**src/sv/slbsw_pkg.sv**
```systemverilog
// ----------------------------------------------------------------------------
// slbsw_pkg
// Types and constants shared by the segment LCD buffer serial writer.
// ----------------------------------------------------------------------------
package slbsw_pkg;

  localparam int unsigned BufferBytesDef  = 16;
  localparam int unsigned AddressBitsDef  = 6;

  // Header bits and command frame length (header, 8 command bits, extra strobe)
  localparam int unsigned HeaderBits      = 3;
  localparam int unsigned CmdFrameBits    = 12;

  localparam logic [7:0]  PointMask       = 8'h80;
  localparam logic [7:0]  SegMask         = 8'h7F;

  typedef enum logic [2:0] {
    KIND_TICK    = 3'd0,
    KIND_SEGMENT = 3'd1,
    KIND_POINT   = 3'd2,
    KIND_FILL    = 3'd3,
    KIND_COMMAND = 3'd4,
    KIND_REFRESH = 3'd5
  } kind_e;

  // Write request to the segment memory: two lanes and a fill.
  typedef struct packed {
    logic seg_we;  // bits 6..0 of the addressed byte
    logic pnt_we;  // bit 7 of the addressed byte
    logic fill;    // every byte takes the write data
  } mem_wr_t;

  // One result item, chip select in the lowest bit.
  typedef struct packed {
    logic accepted;
    logic busy;
    logic data_pin;
    logic write_strobe_n;
    logic chip_select_n;
  } res_t;

endpackage

```
**src/sv/segment_lcd_buffer_serial_writer.sv**
```systemverilog
// ----------------------------------------------------------------------------
// segment_lcd_buffer_serial_writer
// Segment buffer with a three-wire serial writer: buffer updates, command
// frames and refresh frames, one strobe half per tick.
// ----------------------------------------------------------------------------
// Results are registered in the output skid stage before they are offered.
// Throughput: one item per cycle while the skid entry is free; each item is a single memory write or one
// step of the frame serializer, and the buffer byte for the next bit is
// prefetched through the memory's registered read port.
// Reset: pins idle high, not busy, buffer reads as all zero, no result held.
// ----------------------------------------------------------------------------
module segment_lcd_buffer_serial_writer #(
  parameter int unsigned BUFFER_BYTES = slbsw_pkg::BufferBytesDef,
  parameter int unsigned ADDRESS_BITS = slbsw_pkg::AddressBitsDef
) (
  input  logic        clk_i,
  input  logic        rst_ni,
  input  logic        s_axis_tvalid,
  output logic        s_axis_tready,
  input  logic [15:0] s_axis_tdata,   // index[3:0], value[11:4], flag[12], zeros
  input  logic [2:0]  s_axis_tuser,   // kind[2:0]
  output logic        m_axis_tvalid,
  input  logic        m_axis_tready,
  output logic [7:0]  m_axis_tdata    // chip_select_n, write_strobe_n, data_pin,
                                      // busy_res, accepted, zeros
);
  import slbsw_pkg::*;

  localparam int unsigned AW       = (BUFFER_BYTES > 1) ? $clog2(BUFFER_BYTES) : 1;
  localparam int unsigned HdrBits  = HeaderBits + ADDRESS_BITS;
  localparam int unsigned DataBits = HdrBits + 8 * BUFFER_BYTES;
  localparam int unsigned CW       = $clog2(DataBits + 1);

  logic          in_xfer;
  kind_e         kind;
  logic [3:0]    idx;
  logic [7:0]    value;
  logic          flag;
  logic          idx_ok;

  logic          busy_q, busy_d;
  logic          phase_q, phase_d;
  logic          is_data_q, is_data_d;
  logic [7:0]    cmd_q, cmd_d;
  logic [CW-1:0] cnt_q, cnt_d;
  logic          cs_q, cs_d;
  logic          wr_q, wr_d;
  logic          dat_q, dat_d;
  logic          accepted;
  logic [CW-1:0] total;
  logic          frame_bit;
  logic [CW-1:0] k_q, k_d, bpos;

  mem_wr_t       mem_wr;
  logic [AW-1:0] wr_addr;
  logic [7:0]    wr_data;
  logic [AW-1:0] rd_addr;
  logic [7:0]    rd_byte;
  res_t          res;
  res_t          out_res;

  assign in_xfer = s_axis_tvalid & s_axis_tready;
  assign kind    = kind_e'(s_axis_tuser);
  assign idx     = s_axis_tdata[3:0];
  assign value   = s_axis_tdata[11:4];
  assign flag    = s_axis_tdata[12];
  assign idx_ok  = {28'd0, idx} < BUFFER_BYTES;
  assign wr_addr = AW'(idx);
  assign total   = is_data_q ? CW'(DataBits) : CW'(CmdFrameBits);

  // Bit to drive at the current frame position.
  assign k_q = cnt_q - CW'(HdrBits);
  always_comb begin
    if (cnt_q < CW'(HeaderBits)) begin
      frame_bit = (cnt_q == '0) ? 1'b1 : ((cnt_q == CW'(1)) ? 1'b0 : is_data_q);
    end else if (!is_data_q) begin
      if (cnt_q < CW'(CmdFrameBits - 1)) begin
        frame_bit = cmd_q[3'(4'd10 - cnt_q[3:0])];
      end else begin
        // The extra command strobe keeps the last command bit on the data line.
        frame_bit = cmd_q[0];
      end
    end else if (cnt_q < CW'(HdrBits)) begin
      frame_bit = 1'b0;
    end else begin
      frame_bit = rd_byte[3'd7 - k_q[2:0]];
    end
  end

  always_comb begin
    busy_d    = busy_q;
    phase_d   = phase_q;
    is_data_d = is_data_q;
    cmd_d     = cmd_q;
    cnt_d     = cnt_q;
    cs_d      = cs_q;
    wr_d      = wr_q;
    dat_d     = dat_q;
    accepted  = 1'b0;
    mem_wr    = '0;
    wr_data   = value;
    if (in_xfer) begin
      if (kind == KIND_TICK) begin
        if (busy_q) begin
          if (cnt_q >= total) begin
            cs_d    = 1'b1;
            wr_d    = 1'b1;
            dat_d   = 1'b1;
            busy_d  = 1'b0;
            cnt_d   = '0;
            phase_d = 1'b0;
          end else if (!phase_q) begin
            cs_d    = 1'b0;
            wr_d    = 1'b0;
            dat_d   = frame_bit;
            phase_d = 1'b1;
          end else begin
            cs_d    = 1'b0;
            wr_d    = 1'b1;
            cnt_d   = cnt_q + CW'(1);
            phase_d = 1'b0;
          end
        end
      end else if (!busy_q) begin
        unique case (kind)
          KIND_SEGMENT: begin
            accepted      = 1'b1;
            mem_wr.seg_we = idx_ok;
          end
          KIND_POINT: begin
            accepted      = 1'b1;
            mem_wr.pnt_we = idx_ok;
            wr_data       = {flag, 7'd0};
          end
          KIND_FILL: begin
            accepted    = 1'b1;
            mem_wr.fill = 1'b1;
          end
          KIND_COMMAND, KIND_REFRESH: begin
            accepted  = 1'b1;
            is_data_d = (kind == KIND_REFRESH);
            if (kind == KIND_COMMAND) begin
              cmd_d = value;
            end
            cnt_d   = '0;
            phase_d = 1'b0;
            cs_d    = 1'b0;
            wr_d    = 1'b1;
            dat_d   = 1'b1;
            busy_d  = 1'b1;
          end
          default: begin
            accepted = 1'b0;
          end
        endcase
      end
    end
  end

  // Prefetch the byte for the next frame position; it is in the read register
  // by the time the following strobe-low half needs it.
  assign k_d  = cnt_d - CW'(HdrBits);
  assign bpos = k_d >> 3;
  always_comb begin
    if (cnt_d >= CW'(HdrBits) && bpos < CW'(BUFFER_BYTES)) begin
      rd_addr = AW'(CW'(BUFFER_BYTES - 1) - bpos);
    end else begin
      rd_addr = '0;
    end
  end

  always_ff @(posedge clk_i or negedge rst_ni) begin
    if (!rst_ni) begin
      busy_q    <= 1'b0;
      phase_q   <= 1'b0;
      is_data_q <= 1'b0;
      cmd_q     <= '0;
      cnt_q     <= '0;
      cs_q      <= 1'b1;
      wr_q      <= 1'b1;
      dat_q     <= 1'b1;
    end else begin
      busy_q    <= busy_d;
      phase_q   <= phase_d;
      is_data_q <= is_data_d;
      cmd_q     <= cmd_d;
      cnt_q     <= cnt_d;
      cs_q      <= cs_d;
      wr_q      <= wr_d;
      dat_q     <= dat_d;
    end
  end

  slbsw_seg_mem #(
    .BUFFER_BYTES(BUFFER_BYTES)
  ) u_seg_mem (
    .clk_i     (clk_i),
    .rst_ni    (rst_ni),
    .wr_i      (mem_wr),
    .wr_addr_i (wr_addr),
    .wr_data_i (wr_data),
    .rd_addr_i (rd_addr),
    .rd_data_o (rd_byte)
  );

  assign res.accepted       = accepted;
  assign res.busy           = busy_d;
  assign res.data_pin       = dat_d;
  assign res.write_strobe_n = wr_d;
  assign res.chip_select_n  = cs_d;

  slbsw_skid u_skid (
    .clk_i       (clk_i),
    .rst_ni      (rst_ni),
    .push_i      (in_xfer),
    .push_data_i (res),
    .ready_o     (s_axis_tready),
    .valid_o     (m_axis_tvalid),
    .data_o      (out_res),
    .take_i      (m_axis_tready)
  );

  assign m_axis_tdata = {3'd0, out_res};

  // Idle means all three lines released.
  a_idle_lines: assert property (@(posedge clk_i) disable iff (!rst_ni)
    !busy_q |-> (cs_q && wr_q && dat_q))
    else $error("pins not idle while not busy");

  // The frame position never runs past the end of the frame.
  a_cnt_range: assert property (@(posedge clk_i) disable iff (!rst_ni)
    busy_q |-> (cnt_q <= total))
    else $error("frame position beyond frame length");

  // A frame starts with chip select low and the strobe high.
  a_frame_start: assert property (@(posedge clk_i) disable iff (!rst_ni)
    $rose(busy_q) |-> (!cs_q && wr_q && cnt_q == '0 && !phase_q))
    else $error("frame did not start cleanly");

  // Input is only held off while a result is waiting downstream.
  a_stall_cause: assert property (@(posedge clk_i) disable iff (!rst_ni)
    !s_axis_tready |-> m_axis_tvalid)
    else $error("input stalled with no result pending");

endmodule

```
**src/sv/slbsw_seg_mem.sv**
```systemverilog
// ----------------------------------------------------------------------------
// slbsw_seg_mem
// Segment byte memory with separate write lanes for the segment bits and the
// point bit, a registered read port, and a fill that works through per-lane
// valid bits, so that it needs no pass over the stored bytes.
// ----------------------------------------------------------------------------
module slbsw_seg_mem #(
  parameter int unsigned BUFFER_BYTES = slbsw_pkg::BufferBytesDef,
  localparam int unsigned AW = (BUFFER_BYTES > 1) ? $clog2(BUFFER_BYTES) : 1
) (
  input  logic              clk_i,
  input  logic              rst_ni,
  input  slbsw_pkg::mem_wr_t wr_i,
  input  logic [AW-1:0]     wr_addr_i,
  input  logic [7:0]        wr_data_i,
  input  logic [AW-1:0]     rd_addr_i,
  output logic [7:0]        rd_data_o
);
  import slbsw_pkg::*;

  logic [7:0]              mem [BUFFER_BYTES];
  logic [BUFFER_BYTES-1:0] seg_vld_q;
  logic [BUFFER_BYTES-1:0] pnt_vld_q;
  logic [7:0]              fill_q;
  logic [7:0]              rd_q;
  logic                    rd_seg_vld_q;
  logic                    rd_pnt_vld_q;

  always_ff @(posedge clk_i) begin
    if (wr_i.seg_we) begin
      mem[wr_addr_i][6:0] <= wr_data_i[6:0];
    end
    if (wr_i.pnt_we) begin
      mem[wr_addr_i][7] <= wr_data_i[7];
    end
    rd_q <= mem[rd_addr_i];
  end

  // An entry whose lane was not written since the last fill reads as the fill byte.
  always_ff @(posedge clk_i or negedge rst_ni) begin
    if (!rst_ni) begin
      seg_vld_q    <= '0;
      pnt_vld_q    <= '0;
      fill_q       <= '0;
      rd_seg_vld_q <= 1'b0;
      rd_pnt_vld_q <= 1'b0;
    end else begin
      if (wr_i.fill) begin
        seg_vld_q <= '0;
        pnt_vld_q <= '0;
        fill_q    <= wr_data_i;
      end else begin
        if (wr_i.seg_we) begin
          seg_vld_q[wr_addr_i] <= 1'b1;
        end
        if (wr_i.pnt_we) begin
          pnt_vld_q[wr_addr_i] <= 1'b1;
        end
      end
      rd_seg_vld_q <= seg_vld_q[rd_addr_i];
      rd_pnt_vld_q <= pnt_vld_q[rd_addr_i];
    end
  end

  assign rd_data_o = ((rd_pnt_vld_q ? rd_q : fill_q) & PointMask)
                   | ((rd_seg_vld_q ? rd_q : fill_q) & SegMask);

endmodule

```
**src/sv/slbsw_skid.sv**
```systemverilog
// ----------------------------------------------------------------------------
// slbsw_skid
// Output register with a skid entry, so that an input transfer can be taken
// while the current result is still waiting for the downstream side.
// ----------------------------------------------------------------------------
module slbsw_skid (
  input  logic             clk_i,
  input  logic             rst_ni,
  input  logic             push_i,
  input  slbsw_pkg::res_t  push_data_i,
  output logic             ready_o,
  output logic             valid_o,
  output slbsw_pkg::res_t  data_o,
  input  logic             take_i
);
  import slbsw_pkg::*;

  logic out_vld_q, out_vld_d;
  logic skd_vld_q, skd_vld_d;
  res_t out_q, out_d;
  res_t skd_q, skd_d;
  logic drain;

  assign drain = out_vld_q & take_i;

  always_comb begin
    out_vld_d = out_vld_q;
    skd_vld_d = skd_vld_q;
    out_d     = out_q;
    skd_d     = skd_q;
    if (skd_vld_q) begin
      if (drain) begin
        out_d     = skd_q;
        skd_vld_d = 1'b0;
      end
    end else if (push_i) begin
      if (!out_vld_q || drain) begin
        out_d     = push_data_i;
        out_vld_d = 1'b1;
      end else begin
        skd_d     = push_data_i;
        skd_vld_d = 1'b1;
      end
    end else if (drain) begin
      out_vld_d = 1'b0;
    end
  end

  always_ff @(posedge clk_i or negedge rst_ni) begin
    if (!rst_ni) begin
      out_vld_q <= 1'b0;
      skd_vld_q <= 1'b0;
    end else begin
      out_vld_q <= out_vld_d;
      skd_vld_q <= skd_vld_d;
    end
  end

  always_ff @(posedge clk_i) begin
    out_q <= out_d;
    skd_q <= skd_d;
  end

  assign ready_o = !skd_vld_q;
  assign valid_o = out_vld_q;
  assign data_o  = out_q;

endmodule

```
**config.mk**
```make
export PLATFORM = sky130hd
export DESIGN_NAME = segment_lcd_buffer_serial_writer
export DESIGN_NICKNAME = d
export VERILOG_FILES = /design/src/sv/slbsw_pkg.sv /design/src/sv/segment_lcd_buffer_serial_writer.sv /design/src/sv/slbsw_seg_mem.sv /design/src/sv/slbsw_skid.sv
export SDC_FILE = /design/constraint.sdc
export NUM_CORES = 1
export LEC_CHECK = 0
export ABC_AREA = 1
export BUFFER_PORTS_ARGS = -buffer_cell sky130_fd_sc_hd__clkbuf_2
export CAP_MARGIN = 10
export CORE_ASPECT_RATIO = 0.75
export CORE_MARGIN = 2
export CORE_UTILIZATION = 55
export DETAILED_ROUTE_END_ITERATION = 7
export GPL_ROUTABILITY_DRIVEN = 0
export PLACE_DENSITY = 0.78
export SLEW_MARGIN = 20
export SYNTH_ARGS = -nofsm -noshare
export SYNTH_HDL_FRONTEND = slang
export SYNTH_SLANG_ARGS = --single-unit
```
**constraint.sdc**
```tcl
create_clock -name clk_i -period 5 [get_ports clk_i]
set_clock_uncertainty 0.05 [all_clocks]
set_input_delay 0.25 -clock clk_i [delete_from_list [all_inputs] [get_ports clk_i]]
set_output_delay 0.25 -clock clk_i [all_outputs]
set_load 0.01 [all_outputs]
```
* After elaboration in Yosys (flattened, before gate mapping)
Memory sizes are Yosys's and may differ from the RTL's. A register that Yosys moved wholly into a read port is not among the register bits. Index checks and enable logic that the tools add are counted. W data, S select, Z words.
Cells by class: add/subtract/negate cells 6, multiply operators 0, divide/modulo/power cells 0, magnitude comparators 11, eq/ne operators 10, shift-type cells 0, muxes and demuxes 91, bitwise gates (word level) 9, reduce and logical (&&, ||, !) cells 21
Operators by type and width (number):
- $mux W8 | 13
- $mux W16 | 4
- $mux W1 | 60
- $or A16 B16 Y16 | 2
- $mux W5 | 4
- $lt A8 B4 Y1 const B | 2
- $reduce_bool A2 Y1 | 6
- $lt A4 B5 Y1 const B | 2
- $mux W3 | 3
- $reduce_and A3 Y1 | 3
- $add A8 B1 Y8 const B | 1
- $bmux W1 S4 | 2
- $eq A8 B1 Y1 const B | 1
- $ge A8 B4 Y1 const B | 1
- $ge A8 B8 Y1 | 1
- $logic_not A8 Y1 | 1
- $lt A3 B4 Y1 const B | 2
- $lt A8 B2 Y1 const B | 1
- $or A8 B7 Y8 | 1
- $reduce_and A4 Y1 | 2
- $sub A8 B4 Y8 const B | 1
- $mux W7 | 1
- $bmux W1 S3 | 2
- $eq A3 B2 Y1 const B | 2
- 21 further kinds | 30
Word-level totals: bits in registers 76, latch bits 0, memory bits (writable) 128, ROM bits 0, bits of input ports 23, output and inout bits 10, word-level logic and storage cells 174, memories kept 1
Memory list:
- u_seg_mem.mem | words 16, bits a word 8, read ports 1, clocked after Yosys merged registers in 1, wr ports 1, line slbsw_seg_mem.sv:21 | logic [7:0] mem [BUFFER_BYTES];

* Depth between registers and ports, before layout
Gate-level depths: netlist of run 1.
depth after elaboration 15, mapped depth 25, depth with buffers taken out 22

* By module
Synthesis of run 1 repeated with hierarchy kept, for this count alone.
Unflattened totals: cells, all modules 1198, area, all modules 10386.2 um^2
By module, submodules not included:
- slbsw_seg_mem | instances 1, cells each 841, area an instance 7856.3 um^2, seq. area each 5054.8 um^2
- segment_lcd_buffer_serial_writer | instances 1, cells each 313, area an instance 2020.7 um^2, seq. area each 554.3 um^2
- slbsw_skid | instances 1, cells each 44, area an instance 509.2 um^2, seq. area each 350.3 um^2

* Worst setup path before layout of run 1
OpenSTA, ideal clock, no wires.
kind reg-to-reg, start register cnt_q[0], end register u_seg_mem.rd_seg_vld_q, library setup time 119 ps, arrival time 2852 ps, data required time 4831 ps, setup slack 1979 ps, cell stages (with the launch flop) 22, buffers on the path 3, clock period less this slack 3021 ps, cell sequence dfrtp_1 -> buf_2 -> inv_1 -> clkbuf_1 -> ha_1 -> inv_1 -> nand3_1 -> nand2_1 -> nand2_1 -> nand2_1 -> nand2_1 -> a21oi_1 -> a21oi_2 -> nand2_1 -> nor2_1 -> nand2_2 -> clkbuf_1 -> nand4_1 -> nand3_1 -> nand3_1 -> nand3_1 -> nand2_1
On the way: word-level cells in the longest chain between the ends 12, elaborated cells on any way between the ends 17, classes of those cells add/sub (3); order compare (3); mux (10); reduce/logical (1)
RTL lines:
- start, declared | line segment_lcd_buffer_serial_writer.sv:45 | logic [CW-1:0] cnt_q, cnt_d;
- start signal, assigned | line segment_lcd_buffer_serial_writer.sv:187 | cnt_q <= cnt_d;
- $add A8 B1 Y8 | line segment_lcd_buffer_serial_writer.sv:120 | cnt_d = cnt_q + CW'(1);
- $mux W8 | line segment_lcd_buffer_serial_writer.sv:112 | end else if (!phase_q) begin
- $mux W8 | line segment_lcd_buffer_serial_writer.sv:105 | if (cnt_q >= total) begin
- $mux W8 | line segment_lcd_buffer_serial_writer.sv:104 | if (busy_q) begin
- $mux W8 | line segment_lcd_buffer_serial_writer.sv:103 | if (kind == KIND_TICK) begin
- $mux W8 (*) | line segment_lcd_buffer_serial_writer.sv:102 | if (in_xfer) begin
- $sub A8 B4 Y8 | line segment_lcd_buffer_serial_writer.sv:162 | assign k_d = cnt_d - CW'(HdrBits);
- $lt A5 B5 Y1 | line segment_lcd_buffer_serial_writer.sv:165 | if (cnt_d >= CW'(HdrBits) && bpos < CW'(BUFFER_BYTES)) begin
- $logic_and A1 B1 Y1 | line segment_lcd_buffer_serial_writer.sv:165
- $mux W4 (*) | line segment_lcd_buffer_serial_writer.sv:165
- $bmux W1 S4 (*) | line slbsw_seg_mem.sv:60 | rd_seg_vld_q <= seg_vld_q[rd_addr_i];
- $mux W1 (implied by the code) (*) | line slbsw_seg_mem.sv:60
- end signal, assigned | line slbsw_seg_mem.sv:60
- end, declared | line slbsw_seg_mem.sv:26 | logic rd_seg_vld_q;
Mark *: on every way between the ends. The rest lies on a longest branch, timed or not. The select of a mux whose other input is x is not followed. A chain may end at the register's enable or synchronous reset.

* Worst setup path after layout of run 1
start register cnt_q[0], end register u_seg_mem.rd_q[2] (read register of u_seg_mem.mem)
On the way: word-level cells in the longest chain between the ends 10, elaborated cells on any way between the ends 15, classes of those cells add/sub (3); order compare (3); mux (8); reduce/logical (1)
RTL lines:
- $add A8 B1 Y8 | line segment_lcd_buffer_serial_writer.sv:120
- $mux W8 | line segment_lcd_buffer_serial_writer.sv:112
- $mux W8 | line segment_lcd_buffer_serial_writer.sv:105
- $mux W8 | line segment_lcd_buffer_serial_writer.sv:104
- $mux W8 | line segment_lcd_buffer_serial_writer.sv:103
- $mux W8 (*) | line segment_lcd_buffer_serial_writer.sv:102
- $sub A8 B4 Y8 | line segment_lcd_buffer_serial_writer.sv:162
- $lt A5 B5 Y1 | line segment_lcd_buffer_serial_writer.sv:165
- $logic_and A1 B1 Y1 | line segment_lcd_buffer_serial_writer.sv:165
- $mux W4 (*) | line segment_lcd_buffer_serial_writer.sv:165
- end, declared | line slbsw_seg_mem.sv:25 | logic [7:0] rd_q;
Mark *: on every way between the ends. The rest lies on a longest branch, timed or not.

==> run_results.csv, run 1 <==
group,metric,value,unit
timing,finalSetupTns,0,ps
run_status,run_status,"completed",
synth,synth_xor_area_frac,0.00168,
finish,final_cells,1480,
timing,layout_setup_ws,821,ps
setup_path,arrival,4520,ps
die,dieArea,20100,um2
setup_path,crit_start,"cnt_q[0]$_DFF_PN0_",
placement,pre_cts_slack,988,ps
finish,drive_above_1_share,0.0925,
setup_path,critPathKind,"reg -> reg",
clock_tree,clock_latency,510,ps
global_route,grt_pass1_wl,39.8,mm
setup_path,critPathSlowestCell,"inv_1",
synth,synth-simple-area-share,0.267,
clock_tree,ctsResizeCount,0,
synth,muxShareOfSynthArea,0,
synth,synthTopCellsByArea,"edfxtp_1 (40%), dfrtp_1 (15%), inv_1 (8.2%)",
clock_tree,path_clk_slew,60,ps
power,peakVddDrop,343,uV
clock_tree,cts_inserted_buffers,21,
route,drt_iter0_drc,1059,
timing,slew_headroom,0.311,
clock_tree,cts_root_buffer,"clkbuf_16",
setup_path,critPathMaxFanout,41,
timing,hold_viol,0,
synth,synth_compound_area_frac,0.0373,
synth,ys_types,41,
route,viasPerCell,5.64,
placement,place_area,10700,um2
die,core_area,18600,um2
synth,yosys_register_bits,212,
synth,synth_area,10400,um2
synth,yosysSeqAreaShare,0.571,
die,die_w,163,um
setup_path,crit_path_end_kind,"register",
finish,fillerInstances,1566,
synth,async_reset_ff_frac,0.311,
synth,syn_inst,1207,
synth,synth_commonest_cells,"inv_1 (227), nand2_1 (195), nand3_1 (159)",
synth,yosysTopAreaCell,"edfxtp_1",
setup_path,crit_path_start_kind,"register",
global_route,grt_overflow_total,0,
die,die_h,123,um
finish,num-nets-final,1247,
synth,synth_fa_ha_area_frac,0.00720,
route,routed-wl-met3,2.61,mm
timing,rsz0062_at_grt,"false",
power,power.leakage,5.18,nW
route,drc,0,
timing,post-route-period-util,0.836,
synth,synth_top_area_frac,0.397,
timing,setup_viol,0,
route,wl_met1,10.6,mm
die,num_rows,43,
setup_path,rr_startpoint,"cnt_q[0]$_DFF_PN0_",
finish,layout-area-overhead-vs-synth,10.1,%
route,route.met2.wl,11.7,mm
finish,finalInstanceArea,11500,um2
global_route,antenna_found_initial,1,
placement,hpwl,15.8,mm
timing,tightest_slew,1030,ps
setup_path,crit_path_cell_trace,"inv_1, ha_1, inv_1, nand3_1, nand2_1, nand2_1, nand2_1, nand2_1, a21oi_1, a21oi_2, nand2_1, nor2_1, nand2_2, buf_4, nand4_1, inv_1, nand3_1, nand3_1, nand2_1",
min_path,hold_class,"in -> reg",
global_route,grt.total_usage,0.256,
global_route,grt_max_degree,81,
route,via_count,8341,
synth,synth_top_family_by_area,"simple AND/OR/NAND/NOR gates",
global_route,grt_pass1_vias,7744,
setup_path,worstPathRequired,5340,ps
placement,dp_cells,1434,
timing,fin_hold_ws,36.1,ps
route,routed_wl,25.7,mm
setup_path,worst_path_most_repeated_cell,"nand2_1",
synth,synth_ff_type,"edfxtp_1",
setup_path,slowest_delay,730,ps
route,ant_nets,0,
placement,io_buffers,26,
die,initial_utilization,0.562,
route,highest_layer,"met4",
min_path,min_from,"s_axis_tdata[5]",
finish,final_util,0.619,
power,powerDensity,540,nW/um2
route,wire_per_inst,17.3,um
clock_tree,clockBufferDepth,3,
route,drt_pre_antenna_iters,6,
finish,diodes,0,
synth,synth_most_common_cell,"inv_1",
synth,synth_edf_count,138,
die,pin_count,33,
timing,fin_crit,4180,ps
synth,yosysWarnings,0,
synth,synth.avg_cell_area,8.64,um2
clock_tree,cts_sinks,212,
power,p_total,6.20,mW
clock_tree,htree_levels,1,
clock_tree,cts_tree,"yes",
timing,fmax,239,MHz
job,drv_cap,0,
timing,drv_slew,0,
==> per-layer routing <==
metal | global-route usage | up-vias
met2 | 0.399 | 438
met5 | 0 | -
met1 | 0.362 | 3873
met3 | 0.0500 | 83
li1 | - | 3947
met4 | 0.0907 | 0
==> report_power, final <==
group          switching (mW)  internal, mW
Combinational            1.70         0.719
Sequential              0.151          2.09
Clock                   0.660         0.880
==> worst paths after layout <==
path                       slack [ps]  cells after the start                                 end
min                                40                      3     u_seg_mem.fill_q[1]$_DFFE_PN0P_
max                               820                     19           u_seg_mem.rd_q[2]$_DFF_P_
max in group asynchronous        3910                      2  u_seg_mem.seg_vld_q[0]$_DFFE_PN0P_
min in group asynchronous         370                      2          u_skid.skd_vld_q$_DFF_PN0_
min reg2reg                       440                      2                cmd_q[7]$_DFFE_PN0P_
max reg2reg                       820                     19           u_seg_mem.rd_q[2]$_DFF_P_
==> area by class of cell <==
cell class / instances / area, um2 / area share
Timing Repair Buffer: 48 / 330 / 0.0288
Tap cell: 247 / 309 / 0.0269
Clock buffer: 30 / 631 / 0.0549
Clock inverter: 8 / 46.3 / 0.00403
Multi-Input combinational cell: 693 / 3300 / 0.287
Inverter: 242 / 908 / 0.0791
Sequential cell: 212 / 5960 / 0.519
==> cells in the final DEF, fill, tap and decap left out, drive strengths merged <==
master         n
xor2           1
a211oi         1
o21ai         31
dfstp          3
dfxtp          8
buf           15
a31o           1
conb           3
a31oi          3
a21oi         23
nand3b         1
a22oi          2
a21o           1
nor3           3
nand2        202
nor4           1
or2            2
xnor2          1
edfxtp       138
nand4         87
clkinv         6
dlygate4sd3    8
o22ai          3
inv          242
a221oi         1
nor2         156
clkbuf        55
nand3        160
o211ai         4
ha             6
clkinvlp       2
dfrtp         63
==> registers in the layout (all words and copies together) (netlist names), 5 cells and up <==
name                 count
cmd_q                    8
cnt_q                    8
u_seg_mem.fill_q         8
u_seg_mem.mem          128
u_seg_mem.pnt_vld_q     16
u_seg_mem.rd_q           8
u_seg_mem.seg_vld_q     16
u_skid.data_o            5
u_skid.skd_q             5
==> cell families after synthesis <==
family          after synthesis
compound gates               70
xor+xnor                      2
fa+ha+maj                     6
buf+inv                     304
flops                       212
other cells                   1
simple gates                612
==> what timing repair did <==
item,4_1_cts,5_1_grt
hold buffers,8,0
hold endpoints to repair,75,0
buffers inserted,0,0
==> critical path: cells and delay by family (launching register included) <==
family / cells / cell delay (ps)
and+or+nand+nor: 12 / 1430
adders and majority gates: 1 / 310
DFF: 1 / 370
AOI/OAI and AO/OA: 2 / 380
buffers and inverters: 4 / 1520
No activity file was read; power rests on OpenSTA's default activity.
==> run 2, diff against run 1 <==
PLACE_DENSITY = 0.81   (was 0.78)
clock period = 3.59 ns   (was 5 ns; I/O delays follow)
==> run 2 against run 1 <==
  * The flow now finishes with violations (negative hold slack)
  * Global-route usage grew 1.0 points
  * Clock power grew 33%
  * First-iteration DRC count grew 10%
  * Power grew 41%
  * Sequential share of layout area shrank 1.2 points
  * Worst hold slack lost 43 ps
  * Wire length grew 3.0%
  * Critical endpoint is now u_seg_mem.rd_q[6]$_DFF_P_
==> run_results.csv, run 2 (same netlist as run 1, synthesis figures left out) <==
group,metric,value,unit
die,pin_count,33,
setup_path,reg2regPathDepth,19,
timing,tightest_slew,1010,ps
finish,final_util,0.633,
setup_path,crit_path_end_kind,"register",
power,power.leakage,5.36,nW
clock_tree,cts_sinks,212,
clock_tree,htree_levels,1,
global_route,grt.total_usage,0.266,
finish,top_regs,"u_seg_mem.mem: 128 flops, u_seg_mem.pnt_vld_q: 16 flops, u_seg_mem.seg_vld_q: 16 flops",
die,core_area,18600,um2
setup_path,r2r_end,"u_seg_mem.rd_q[6]$_DFF_P_",
setup_path,critPathMaxFanout,33,
die,die_w,163,um
power,powerDensity,744,nW/um2
finish,diodes,0,
finish,final_common_cell,"inv_1",
timing,finalSetupTns,0,ps
die,die_h,123,um
setup_path,worstPathRequired,3910,ps
finish,largest_reg_flops,128,
placement,place_area,10900,um2
timing,fmax,297,MHz
global_route,use_met1,0.387,
power,peakVddDrop,545,uV
route,routed_wl,26.4,mm
clock_tree,cts_root_buffer,"clkbuf_16",
global_route,busiest_layer,"met2",
timing,fin_crit,3370,ps
setup_path,worst_path_most_repeated_cell,"nand2_1",
setup_path,critPathKind,"reg -> reg",
timing,rsz0062_at_grt,"false",
finish,num-nets-final,1279,
placement,io_buffers,26,
global_route,grt_pass1_wl,41.3,mm
setup_path,arrival,3690,ps
setup_path,r2r_slack,220,ps
timing,drv_slew,0,
timing,slew_headroom,0.322,
setup_path,crit_path_cell_trace,"inv_1, ha_1, inv_1, nand3_1, nand2_1, nand2_1, nand2_1, nand2_1, a21oi_1, a21oi_2, nand2_1, nor2_1, nand2_2, buf_6, nand4_1, nand3_1, nand3_1, nand3_1, nand2_1",
die,num_rows,43,
clock_tree,path_clk_slew,60,ps
placement,dp_cells,1461,
finish,top_register,"u_seg_mem.mem",
timing,post-route-period-util,0.939,
job,drv_cap,0,
global_route,antenna_found_initial,0,
route,drt_iter0_drc,1165,
global_route,grt_pass1_vias,7956,
finish,layout-area-overhead-vs-synth,12.7,%
min_path,min_from,"s_axis_tdata[8]",
timing,setup_viol,0,
setup_path,rr_startpoint,"cnt_q[0]$_DFF_PN0_",
clock_tree,clock_latency,500,ps
finish,final_cell_mix,"inv_1 (227), nand2_1 (195), nand3_1 (159)",
route,viasPerCell,5.71,
setup_path,critPathSlowestCell,"dfrtp_2",
min_path,hold_class,"in -> reg",
setup_path,crit_path_start_kind,"register",
run_status,run_status,"finished with violations",
finish,finalInstanceArea,11800,um2
clock_tree,cts_inserted_buffers,21,
die,dieArea,20100,um2
route,drc,0,
placement,hpwl,16.4,mm
timing,hold_viol,1,
global_route,grt_overflow_total,0,
finish,final_cells,1511,
finish,drive_above_1_share,0.112,
min_path,min_to,"cmd_q[4]$_DFFE_PN0P_",
clock_tree,cts_tree,"yes",
die,initial_utilization,0.562,
min_path,whs_path_depth,3,
route,drt_pre_antenna_iters,5,
timing,layout_setup_ws,219,ps
route,wire_per_inst,17.5,um
route,via_count,8634,
global_route,use_met3,0.0476,
global_route,use_met2,0.414,
global_route,grt_max_degree,81,
route,ant_nets,0,
placement,pre_cts_slack,156,ps
timing,fin_hold_ws,-6.53,ps
clock_tree,clockBufferDepth,3,
setup_path,slowest_delay,460,ps
run_status,violations,"negative hold slack",
finish,fillerInstances,1473,
run 2: changes by cell type in the layout (fill, tap and decap cells not counted), moves of 2 or more:
cell and delta:
buf_4 +22, nor2_1 +5, nor2_2 -5, buf_12 +3, buf_6 +3, clkinv_2 +3
clkbuf_1 +2, clkbuf_8 -2, clkinv_1 -2, clkinvlp_4 -2, inv_4 +2
run 2: power by group:
group          total (mW)  switching, mW  internal [mW]
Combinational        3.57           2.43           1.13
Sequential           3.12          0.207           2.91
Clock                2.05          0.910           1.14
Total                8.74           3.55           5.19
run 2: routing by layer:
layer	wire, um	share of wire
met4	794	0.030
met3	3060	0.12
met1	10800	0.41
met5	0	0
met2	11800	0.45
run 2: worst max-delay path: cells and delay by family, from the launching register on:
kind	cells	cell delay [ps]
fa+ha+maj	1	280
buf+inv	3	590
compound gates	2	380
flops	1	460
simple gates	13	1480
run 2: worst max-delay path by stage:
stage,cells past startpoint,slack (ps),to,startpoint
6_report,19,220,u_seg_mem.rd_q[6]$_DFF_P_,cnt_q[0]$_DFF_PN0_
5_1_grt,19,5,u_seg_mem.rd_q[3]$_DFF_P_,cnt_q[0]$_DFF_PN0_
4_1_cts,20,60,u_seg_mem.rd_q[6]$_DFF_P_,cnt_q[0]$_DFF_PN0_
3_5_place_dp,20,160,u_seg_mem.rd_q[6]$_DFF_P_,cnt_q[0]$_DFF_PN0_
3_3_place_gp,20,230,u_seg_mem.rd_seg_vld_q$_DFF_PN0_,cnt_q[0]$_DFF_PN0_
2_1_floorplan,21,570,u_seg_mem.rd_seg_vld_q$_DFF_PN0_,cnt_q[0]$_DFF_PN0_
run 2: through the flow:
| step | power (mW) | hold WS, ps |
|---|---|---|
| 4_1_cts | 8.56 | 1.77 |
| 5_1_grt | 9.20 | 49.7 |
| 3_3_place_gp | 6.41 | 317 |
| 2_1_floorplan | 5.46 | -166 |
| 6_report | 8.74 | -6.53 |
| 3_5_place_dp | 6.50 | 313 |
run 2: what timing repair did:
item,CTS,global route
hold buffers,9,0
endpoints found under the hold margin,78,0
resized for setup,0,18
setup buffers,0,3
setup endpoints to repair,0,10
run 2: final cells by class:
class | instances | area [um2] | share of cell area
Inverter | 242 | 911 | 0.0775
Tap cell | 247 | 309 | 0.0263
Clock inverter | 8 | 45.0 | 0.00383
Sequential cell | 212 | 5960 | 0.507
Multi-Input combinational cell | 694 | 3300 | 0.281
Timing Repair Buffer | 79 | 642 | 0.0546
Clock buffer | 29 | 586 | 0.0498
